==> src/rtl/crlf_pkg.sv <==
`timescale 1ns / 1ps
// ----------------------------------------------------------------------------
// crlf_pkg: shared types and constants of the CR LF line receiver
// Buffer geometry, character codes, item kinds and the status and write
// request structs that pass between the control logic and the top level.
// ----------------------------------------------------------------------------
package crlf_pkg;

  // Line buffer geometry.
  localparam int BUF_DEPTH = 256;
  localparam int ADDR_W    = (BUF_DEPTH > 1) ? $clog2(BUF_DEPTH) : 1;
  localparam int CNT_W     = $clog2(BUF_DEPTH + 1);

  // Field widths of the stream items.
  localparam int BYTE_W    = 8;
  localparam int INDEX_W   = 8;
  localparam int LENGTH_W  = 9;

  // Character codes.
  localparam logic [BYTE_W-1:0] CHAR_LF = 8'h0a;
  localparam logic [BYTE_W-1:0] CHAR_CR = 8'h0d;

  // Item kinds carried in the input tuser.
  typedef enum logic [1:0] {
    MODE_BYTE  = 2'd0,
    MODE_CLEAR = 2'd1,
    MODE_READ  = 2'd2
  } mode_t;

  // Line status after an item has been applied.
  typedef struct packed {
    logic             line_done;
    logic             cr_seen;
    logic [CNT_W-1:0] char_count;
  } line_status_t;

  // Write request into the line buffer.
  typedef struct packed {
    logic              we;
    logic [ADDR_W-1:0] addr;
    logic [BYTE_W-1:0] data;
  } buf_wr_t;

endpackage

==> src/rtl/crlf_line_receiver_top.sv <==
`timescale 1ns / 1ps
// ----------------------------------------------------------------------------
// crlf_line_receiver_top: CR LF terminated line receiver
// Assembles received bytes into a line buffer and answers status and buffer
// reads, one result per input item.
// ----------------------------------------------------------------------------
// The block takes one item per clock cycle and gives its result in the next
// cycle from an output register; the input is ready whenever that register
// is empty or is being emptied, so a stalled result stalls the input. The
// line buffer is a single memory with one write port, used for each stored
// character in the cycle its item is accepted, and one registered read port,
// used for buffer reads; a write is complete before any later item reads, so
// reads always see earlier characters. The buffer is not cleared after reset:
// an entry that was never written reads back an arbitrary value.
// ----------------------------------------------------------------------------
module crlf_line_receiver_top (
  input  logic        clk,
  input  logic        rst_n,
  input  logic        in_tvalid,
  output logic        in_tready,
  input  logic [15:0] in_tdata,   // [7:0] rx_byte, [15:8] read_index
  input  logic [1:0]  in_tuser,   // [1:0] mode
  output logic        out_tvalid,
  input  logic        out_tready,
  output logic [23:0] out_tdata   // [0] line_ready, [1] cr_pending,
                                  // [10:2] line_length, [18:11] entry_data,
                                  // [23:19] zero
);

  logic                          in_acc;
  crlf_pkg::mode_t               in_mode;
  logic [crlf_pkg::BYTE_W-1:0]   in_rx_byte;
  logic [crlf_pkg::INDEX_W-1:0]  in_read_index;
  logic                          read_in_range;
  crlf_pkg::line_status_t        status_nxt;
  crlf_pkg::buf_wr_t             buf_wr;

  logic                          res_valid_r;
  crlf_pkg::line_status_t        res_status_r;
  logic                          res_read_r;
  logic [crlf_pkg::BYTE_W-1:0]   rd_data_r;
  logic [crlf_pkg::BYTE_W-1:0]   entry_data;

  logic [crlf_pkg::BYTE_W-1:0]   line_mem [crlf_pkg::BUF_DEPTH];

  // Input unpacking and handshake.
  assign in_mode       = crlf_pkg::mode_t'(in_tuser);
  assign in_rx_byte    = in_tdata[7:0];
  assign in_read_index = in_tdata[15:8];
  assign in_tready     = !res_valid_r || out_tready;
  assign in_acc        = in_tvalid && in_tready;
  assign read_in_range = (32'(in_read_index) < crlf_pkg::BUF_DEPTH);

  crlf_line_ctrl u_ctrl (
    .clk        (clk),
    .rst_n      (rst_n),
    .item_acc   (in_acc),
    .mode       (in_mode),
    .rx_byte    (in_rx_byte),
    .status_nxt (status_nxt),
    .buf_wr     (buf_wr)
  );

  // Line buffer: write port for stored characters.
  always_ff @(posedge clk) begin
    if (buf_wr.we) begin
      line_mem[buf_wr.addr] <= buf_wr.data;
    end
  end

  // Line buffer: registered read port, held while the result waits.
  always_ff @(posedge clk) begin
    if (in_acc) begin
      rd_data_r <= line_mem[crlf_pkg::ADDR_W'(in_read_index)];
    end
  end

  // Result register valid flag.
  always_ff @(posedge clk) begin
    if (!rst_n) begin
      res_valid_r <= 1'b0;
    end else if (in_acc) begin
      res_valid_r <= 1'b1;
    end else if (out_tready) begin
      res_valid_r <= 1'b0;
    end
  end

  // Result register payload.
  always_ff @(posedge clk) begin
    if (in_acc) begin
      res_status_r <= status_nxt;
      res_read_r   <= (in_mode == crlf_pkg::MODE_READ) && read_in_range;
    end
  end

  // Output packing.
  assign entry_data = res_read_r ? rd_data_r : '0;
  assign out_tvalid = res_valid_r;
  assign out_tdata  = {5'd0,
                       entry_data,
                       crlf_pkg::LENGTH_W'(res_status_r.char_count),
                       res_status_r.cr_seen,
                       res_status_r.line_done};

`ifndef SYNTHESIS
  // A result that is not taken stays in place.
  assert property (@(posedge clk) disable iff (!rst_n)
    out_tvalid && !out_tready |=> out_tvalid && $stable(out_tdata))
    else $error("stalled result changed");

  // A clear leaves an empty line in its result.
  assert property (@(posedge clk) disable iff (!rst_n)
    in_acc && in_mode == crlf_pkg::MODE_CLEAR |=> out_tdata[10:0] == 11'd0)
    else $error("clear did not empty the line");

  // Only buffer reads carry data.
  assert property (@(posedge clk) disable iff (!rst_n)
    in_acc && in_mode != crlf_pkg::MODE_READ |=> out_tdata[18:11] == 8'd0)
    else $error("entry data on a non-read result");
`endif

endmodule

==> src/rtl/crlf_line_ctrl.sv <==
`timescale 1ns / 1ps
// ----------------------------------------------------------------------------
// crlf_line_ctrl: line assembly control
// Holds the character count and the CR and line complete flags, applies each
// accepted item to them and issues the buffer write for a stored character.
// ----------------------------------------------------------------------------
module crlf_line_ctrl (
  input  logic                           clk,
  input  logic                           rst_n,
  input  logic                           item_acc,
  input  crlf_pkg::mode_t                mode,
  input  logic [crlf_pkg::BYTE_W-1:0]    rx_byte,
  output crlf_pkg::line_status_t         status_nxt,
  output crlf_pkg::buf_wr_t              buf_wr
);

  logic                       line_done_r, line_done_nxt;
  logic                       cr_seen_r, cr_seen_nxt;
  logic [crlf_pkg::CNT_W-1:0] char_count_r, char_count_nxt;
  logic                       buf_full;
  logic                       store_byte;

  assign buf_full = (char_count_r >= crlf_pkg::CNT_W'(crlf_pkg::BUF_DEPTH));

  // Next line state for the item presented at the input.
  always_comb begin
    line_done_nxt  = line_done_r;
    cr_seen_nxt    = cr_seen_r;
    char_count_nxt = char_count_r;
    store_byte     = 1'b0;
    case (mode)
      crlf_pkg::MODE_BYTE: begin
        if (!line_done_r) begin
          if (cr_seen_r) begin
            // Only LF may follow a CR; anything else throws the line away.
            cr_seen_nxt = 1'b0;
            if (rx_byte == crlf_pkg::CHAR_LF) begin
              line_done_nxt = 1'b1;
            end else begin
              char_count_nxt = '0;
            end
          end else if (rx_byte == crlf_pkg::CHAR_CR) begin
            cr_seen_nxt = 1'b1;
          end else if (buf_full) begin
            char_count_nxt = '0;
          end else begin
            store_byte     = 1'b1;
            char_count_nxt = char_count_r + 1'b1;
          end
        end
      end
      crlf_pkg::MODE_CLEAR: begin
        line_done_nxt  = 1'b0;
        cr_seen_nxt    = 1'b0;
        char_count_nxt = '0;
      end
      default: begin
      end
    endcase
  end

  // State registers, updated on each accepted transfer.
  always_ff @(posedge clk) begin
    if (!rst_n) begin
      line_done_r  <= 1'b0;
      cr_seen_r    <= 1'b0;
      char_count_r <= '0;
    end else if (item_acc) begin
      line_done_r  <= line_done_nxt;
      cr_seen_r    <= cr_seen_nxt;
      char_count_r <= char_count_nxt;
    end
  end

  // Status as seen after the item, and the buffer write it causes.
  always_comb begin
    status_nxt.line_done  = line_done_nxt;
    status_nxt.cr_seen    = cr_seen_nxt;
    status_nxt.char_count = char_count_nxt;
    buf_wr.we             = item_acc && store_byte;
    buf_wr.addr           = char_count_r[crlf_pkg::ADDR_W-1:0];
    buf_wr.data           = rx_byte;
  end

`ifndef SYNTHESIS
  // A stored character always lands inside the buffer.
  assert property (@(posedge clk) disable iff (!rst_n)
    buf_wr.we |-> !buf_full)
    else $error("buffer write while full");

  // The count never passes the buffer depth.
  assert property (@(posedge clk) disable iff (!rst_n)
    char_count_r <= crlf_pkg::CNT_W'(crlf_pkg::BUF_DEPTH))
    else $error("character count beyond buffer depth");

  // A complete line has no CR waiting for its LF.
  assert property (@(posedge clk) disable iff (!rst_n)
    line_done_r |-> !cr_seen_r)
    else $error("line complete with CR still pending");
`endif

endmodule

==> config.mk <==
export PLATFORM = sky130hd
export DESIGN_NAME = crlf_line_receiver_top
export DESIGN_NICKNAME = d
export VERILOG_FILES = /design/src/rtl/crlf_pkg.sv /design/src/rtl/crlf_line_receiver_top.sv /design/src/rtl/crlf_line_ctrl.sv
export SDC_FILE = /design/constraint.sdc
export NUM_CORES = 2
export LEC_CHECK = 0
export ABC_CLOCK_PERIOD_IN_PS = 4200
export BUFFER_PORTS_ARGS = -buffer_cell sky130_fd_sc_hd__buf_2
export CORE_ASPECT_RATIO = 1.75
export CORE_UTILIZATION = 53
export CTS_BUF_LIST = sky130_fd_sc_hd__clkbuf_4
export CTS_CLUSTER_SIZE = 20
export DETAILED_ROUTE_END_ITERATION = 8
export PLACE_DENSITY_LB_ADDON = 0.12
export SETUP_SLACK_MARGIN = 0.02
export SYNTH_ARGS = -nofsm -noshare
export SYNTH_HDL_FRONTEND = slang
export SYNTH_HIERARCHICAL = 1
export SYNTH_SLANG_ARGS = --single-unit
export TNS_END_PERCENT = 30
==> constraint.sdc <==
create_clock -name clk -period 4.2 [get_ports clk]
set_clock_uncertainty 0.2 [all_clocks]
set_input_delay 0.84 -clock clk [delete_from_list [all_inputs] [get_ports clk]]
set_output_delay 0.84 -clock clk [all_outputs]
set_load 0.1 [all_outputs]
Yosys cells after proc, flatten, opt, wreduce, memory -nomap -nowiden
Memories as Yosys holds them, arrays and structs flattened. A register that Yosys moved wholly into a read port is not among the register bits.
Index checks and enable logic that the tools add are counted.
{"block": "classes", "addsub": 1, "magnitude_cmp": 1, "eq_ne": 4, "n_mux": 24, "n_reduce_logical": 6}
{"cell": "$mux 9", "count": 5}
{"cell": "$pmux 9 s2", "count": 1}
{"cell": "$eq 8x4->1 const B", "count": 2}
{"cell": "$mux 1", "count": 15}
{"cell": "$add 9x1->9 const B", "count": 1}
{"cell": "$ge 9x9->1 const B", "count": 1}
{"cell": "$mux 8", "count": 1}
{"cell": "$pmux 1 s2", "count": 2}
{"cell": "$eq 2x1->1 const B", "count": 1}
{"cell": "$eq 2x2->1 const B", "count": 1}
{"cell": "$logic_and 1x1->1", "count": 2}
{"cell": "$logic_not 2->1", "count": 1}
{"cell": "$reduce_bool 2->1", "count": 1}
{"cell": "$logic_not 1->1", "count": 1}
{"cell": "$logic_or 1x1->1", "count": 1}
{"block": "totals", "reg_bits": 24, "ram_bits": 2048, "in_bits": 22, "out_inout_bits": 26, "elab_cells": 45, "n_memories": 1}
{"memory": "line_mem", "words": 256, "width": 8, "read_ports": 1, "rd_clocked_by_memory_dff": 1, "write_ports": 1, "line": "crlf_line_receiver_top.sv:44", "text": "logic [crlf_pkg::BYTE_W-1:0] line_mem [crlf_pkg::BUF_DEPTH];"}

Longest topological paths before layout
{"block": "logic_depth", "word_depth": 9, "mapped_depth": 12}

Modules after synthesis
Netlist, hierarchy kept.
{"mod": "crlf_line_receiver_top", "n_inst": 1, "cells_each": 3822, "area_per_inst_um2": 80130.6}
{"mod": "crlf_line_ctrl", "n_inst": 1, "cells_each": 144, "area_per_inst_um2": 1046.0}

Worst setup path before layout
Ideal clock, no wire load.
{"block": "synth_timing", "path_kind": "in2reg", "from": "in out_tready", "to": "mem line_mem[234][0] in the netlist's numbering, enable pin", "setup_ns": 0.370, "arrival_time_ns": 4.140, "required_time_ns": 3.630, "slack_ns": -0.511, "stages": 9, "path_buffers": 3, "path_cell_list": "nand2b_1 -> and2_1 -> nand2_1 -> nor3_2 -> clkbuf_1 -> buf_1 -> nand3_1 -> clkbuf_1 -> nor2_1"}
{"element": "start, declared", "line": "crlf_line_receiver_top.sv:24", "text": "input logic out_tready,"}
{"element": "end, declared", "line": "crlf_line_receiver_top.sv:44"}

Final worst setup path
{"block": "layout_timing", "from": "reg res_read_r", "to": "out out_tdata[12]"}
{"block": "layout_between", "elab_chain_cells": 1}
{"element": "start, declared", "line": "crlf_line_receiver_top.sv:40", "text": "logic res_read_r;"}
{"element": "start signal, assigned", "line": "crlf_line_receiver_top.sv:93", "text": "res_read_r <= (in_mode == crlf_pkg::MODE_READ) && read_in_range;"}
{"element": "$mux 8", "line": "crlf_line_receiver_top.sv:98", "text": "assign entry_data = res_read_r ? rd_data_r : '0;"}
{"element": "end, declared", "line": "crlf_line_receiver_top.sv:25", "text": "output logic [23:0] out_tdata"}
Every way passes these cells.

==> flow_metrics.py <==
metrics = {
    "synthesis": {
        "synthTopCellsByArea": "edfxtp_1, mux4_2, mux2i_1, a22oi_1, nor2_1",
        "synth_top_area_share_pct": 76.5,
        "synth_warnings": 6,
        "ys.flop_type": "edfxtp_1",
        "syn_avg_cell_area_um2": 20.5,
        "synth_edf_count": 2068,
        "synthArstFlopShare_pct": 0,
        "synthDistinctLibCells": 65,
        "yosys.area.top_type": "edfxtp_1",
        "ys_seq_elements": 2080,
        "syn_area_um2": 81200,
        "synthCells": 3966,
        "ys_seq_area_share_pct": 76.8,
    },
    "sta": {
        "tightest_slew_ns": 1.14,
        "fmaxAchievable_mhz": 255,
        "finalCritPeriodShare_pct": 93.3,
        "relSlewSlack_pct": 23.9,
        "setup-violations-final": 0,
        "period_needed_ns": 3.92,
        "setup_slack_ns": 0.282,
        "setup-tns-final_ns": 0,
        "final_hold_viol_count": 0,
        "drv_slew": 0,
        "rsz0062_at_grt": "no",
    },
    "detailed_routing": {
        "firstDrtPassIters": 5,
        "routedWlPerCell_um": 29.5,
        "post_drt_via_cell_ratio": 6.04,
        "num_vias": 42600,
        "remaining_drc_errors": 0,
        "drt_first_iter_violations": 3704,
        "routed_wl_mm": 208,
        "ant_nets": 0,
    },
    "global_route": {
        "antenna_found_initial": 9,
        "grt_pass1_wl_mm": 301,
        "grt_overflow": 0,
        "gr-usage-all-layers_pct": 27.2,
        "grt_pass1_vias": 44600,
        "grt_start_max_net_pins": 209,
    },
    "cts": {
        "cts_tree": "yes",
        "cts_buffers": 454,
        "cts_hold_buf": 11,
        "root_buffer": "clkbuf_4",
        "cts.sinks": 2080,
        "cts_resized": 0,
        "cts_setup_buffers": 0,
        "clk_pin_slew_ns": 0.07,
        "clockBufferDepth": 4,
        "htreeDepth": 5,
        "clock_latency_ns": 1.17,
    },
    "final_layout": {
        "multiInputGateArea_um2": 17200,
        "seq_area_um2": 62300,
        "finish.utilization_pct": 60.8,
        "final_cell_area_um2": 92300,
        "drive_gt1_share_pct": 33.3,
        "n_fill_cell": 11200,
        "nets": 4720,
        "syn_to_final_growth_pct": 13.7,
    },
    "setup_path": {
        "cp_max_fo": 8,
        "r2r_start": "u_ctrl/char_count_r[5]",
        "cp-end-kind": "output port",
        "worstPathRequired_ns": 3.16,
        "start_kind": "flop",
        "arrival_ns": 2.88,
        "crit_type": "flop to output port",
        "crit_start": "res_read_r",
    },
    "power": {
        "p_total_mw": 39.9,
        "static-leakage-power_nw": 30.1,
        "power_density_nw_per_um2": 432,
        "vdd_drop_max_mv": 0.293,
    },
    "die": {
        "dieArea_um2": 155000,
        "start_util_pct": 53.5,
        "coreArea_um2": 152000,
        "ioPinCount": 48,
        "die_h_um": 520,
        "rows": 189,
        "die_w_um": 298,
    },
    "placed_design": {
        "portBuffers": 42,
        "placed_cell_area_um2": 86600,
        "place_ws_ns": -0.255,
        "routabilityCongestion": 0.882,
        "dp_hpwl_mm": 134,
    },
    "job": {
        "maxCapViolCount": 0,
    },
    "hold_path": {
        "hp-class": "input pin to flop",
        "hold_start": "in_tdata[6]",
    },
    "status": {
        "status": "completed",
    },
}
[cell usage in the layout, fill, tap and decap left out, types with 38 or more instances in the layout]
cell type,instances
edfxtp_1,2068
mux4_2,438
buf_4,442
nor2_1,306
a22oi_1,176
clkbuf_4,644
a21oi_1,100
clkinv_1,115
mux2i_1,145
buf_12,45
nand2_1,65
nand3_1,38
[metal layers]
layer | vias to the layer above | track usage, % | part of all wire [%]
met5 | - | 0 | 0.0063
met4 | 2 | 14.6 | 5.4
met3 | 458 | 4.33 | 5.9
met2 | 1746 | 47.9 | 53
met1 | 22200 | 32.1 | 36
li1 | 18200 | - | -
[through the flow]
stage                     std cells  hold slack [ns]
after floorplan                3970            0.309
after global placement         6234            0.297
after detailed placement       6234            0.310
after CTS                      7043          0.00123
after global routing           7049           0.0390
final                          7053           0.0756
[registers in the layout, indices dropped and copies added, names as in the netlist]
signal               cells
u_ctrl/cr_seen_r         1
u_ctrl/line_done_r       1
out_tdata               11
rd_data_r                8
out_tvalid               1
res_read_r               1
line_mem              2048
u_ctrl/char_count_r      9
[final timing paths]
check	end	slack [ns]	cells after the start
max	out_tdata[12]	0.28	2
max reg2reg	line_mem[43][0]	1.05	4
min reg2reg	u_ctrl/line_done_r	0.37	2
min	line_mem[146][6]	0.08	2
[report_power, final]
part           leakage [nW]  internal, mW  switching [mW]
Clock                  3.32          7.31            7.54
Combinational          8.13         0.761            1.40
Sequential             18.7          22.8          0.0147
[cells in the mapped netlist (12+ instances only)]
| master | instances |
|---|---|
| nor3_1 | 18 |
| nand2_1 | 65 |
| edfxtp_1 | 2068 |
| clkbuf_1 | 111 |
| mux4_2 | 438 |
| buf_2 | 49 |
| nand3_1 | 38 |
| a21oi_1 | 100 |
| o22ai_1 | 28 |
| nand4_1 | 12 |
| a211oi_1 | 33 |
| and2_1 | 14 |
| buf_6 | 32 |
| dfxtp_1 | 12 |
| nor2b_1 | 28 |
| buf_4 | 44 |
| buf_1 | 19 |
| a22oi_1 | 176 |
| mux2i_1 | 145 |
| nor4_1 | 25 |
| nor2_1 | 308 |
| o21ai_0 | 26 |
| o221ai_1 | 33 |
[area by class of cell]
type / instances / area share [%]
Antenna cell: 10 / 0.0271
Clock buffer: 644 / 5.24
Clock inverter: 154 / 0.814
Inverter: 9 / 0.0366
Multi-Input combinational cell: 1611 / 18.6
Sequential cell: 2080 / 67.5
Tap cell: 2005 / 2.72
Timing Repair Buffer: 540 / 5.02
[kinds of logic (layout without fill, tap and decap cells)]
family	Yosys count	in the layout	share of synthesized area, %
AOI/OAI and AO/OA	465	465	3.97
adders and majority gates	2	2	0.0308
buffers and inverters	279	1347	2.10
DFF	2080	2080	76.8
muxes	586	586	14.0
other	1	15	0.00462
and+or+nand+nor	553	553	3.11
[worst max-delay path, cell delays in order (launching register included)]
cell and delay, ns:
edfxtp_1 0.81, and2_1 0.40, buf_2 0.49
(Power assumes the default switching activity.)
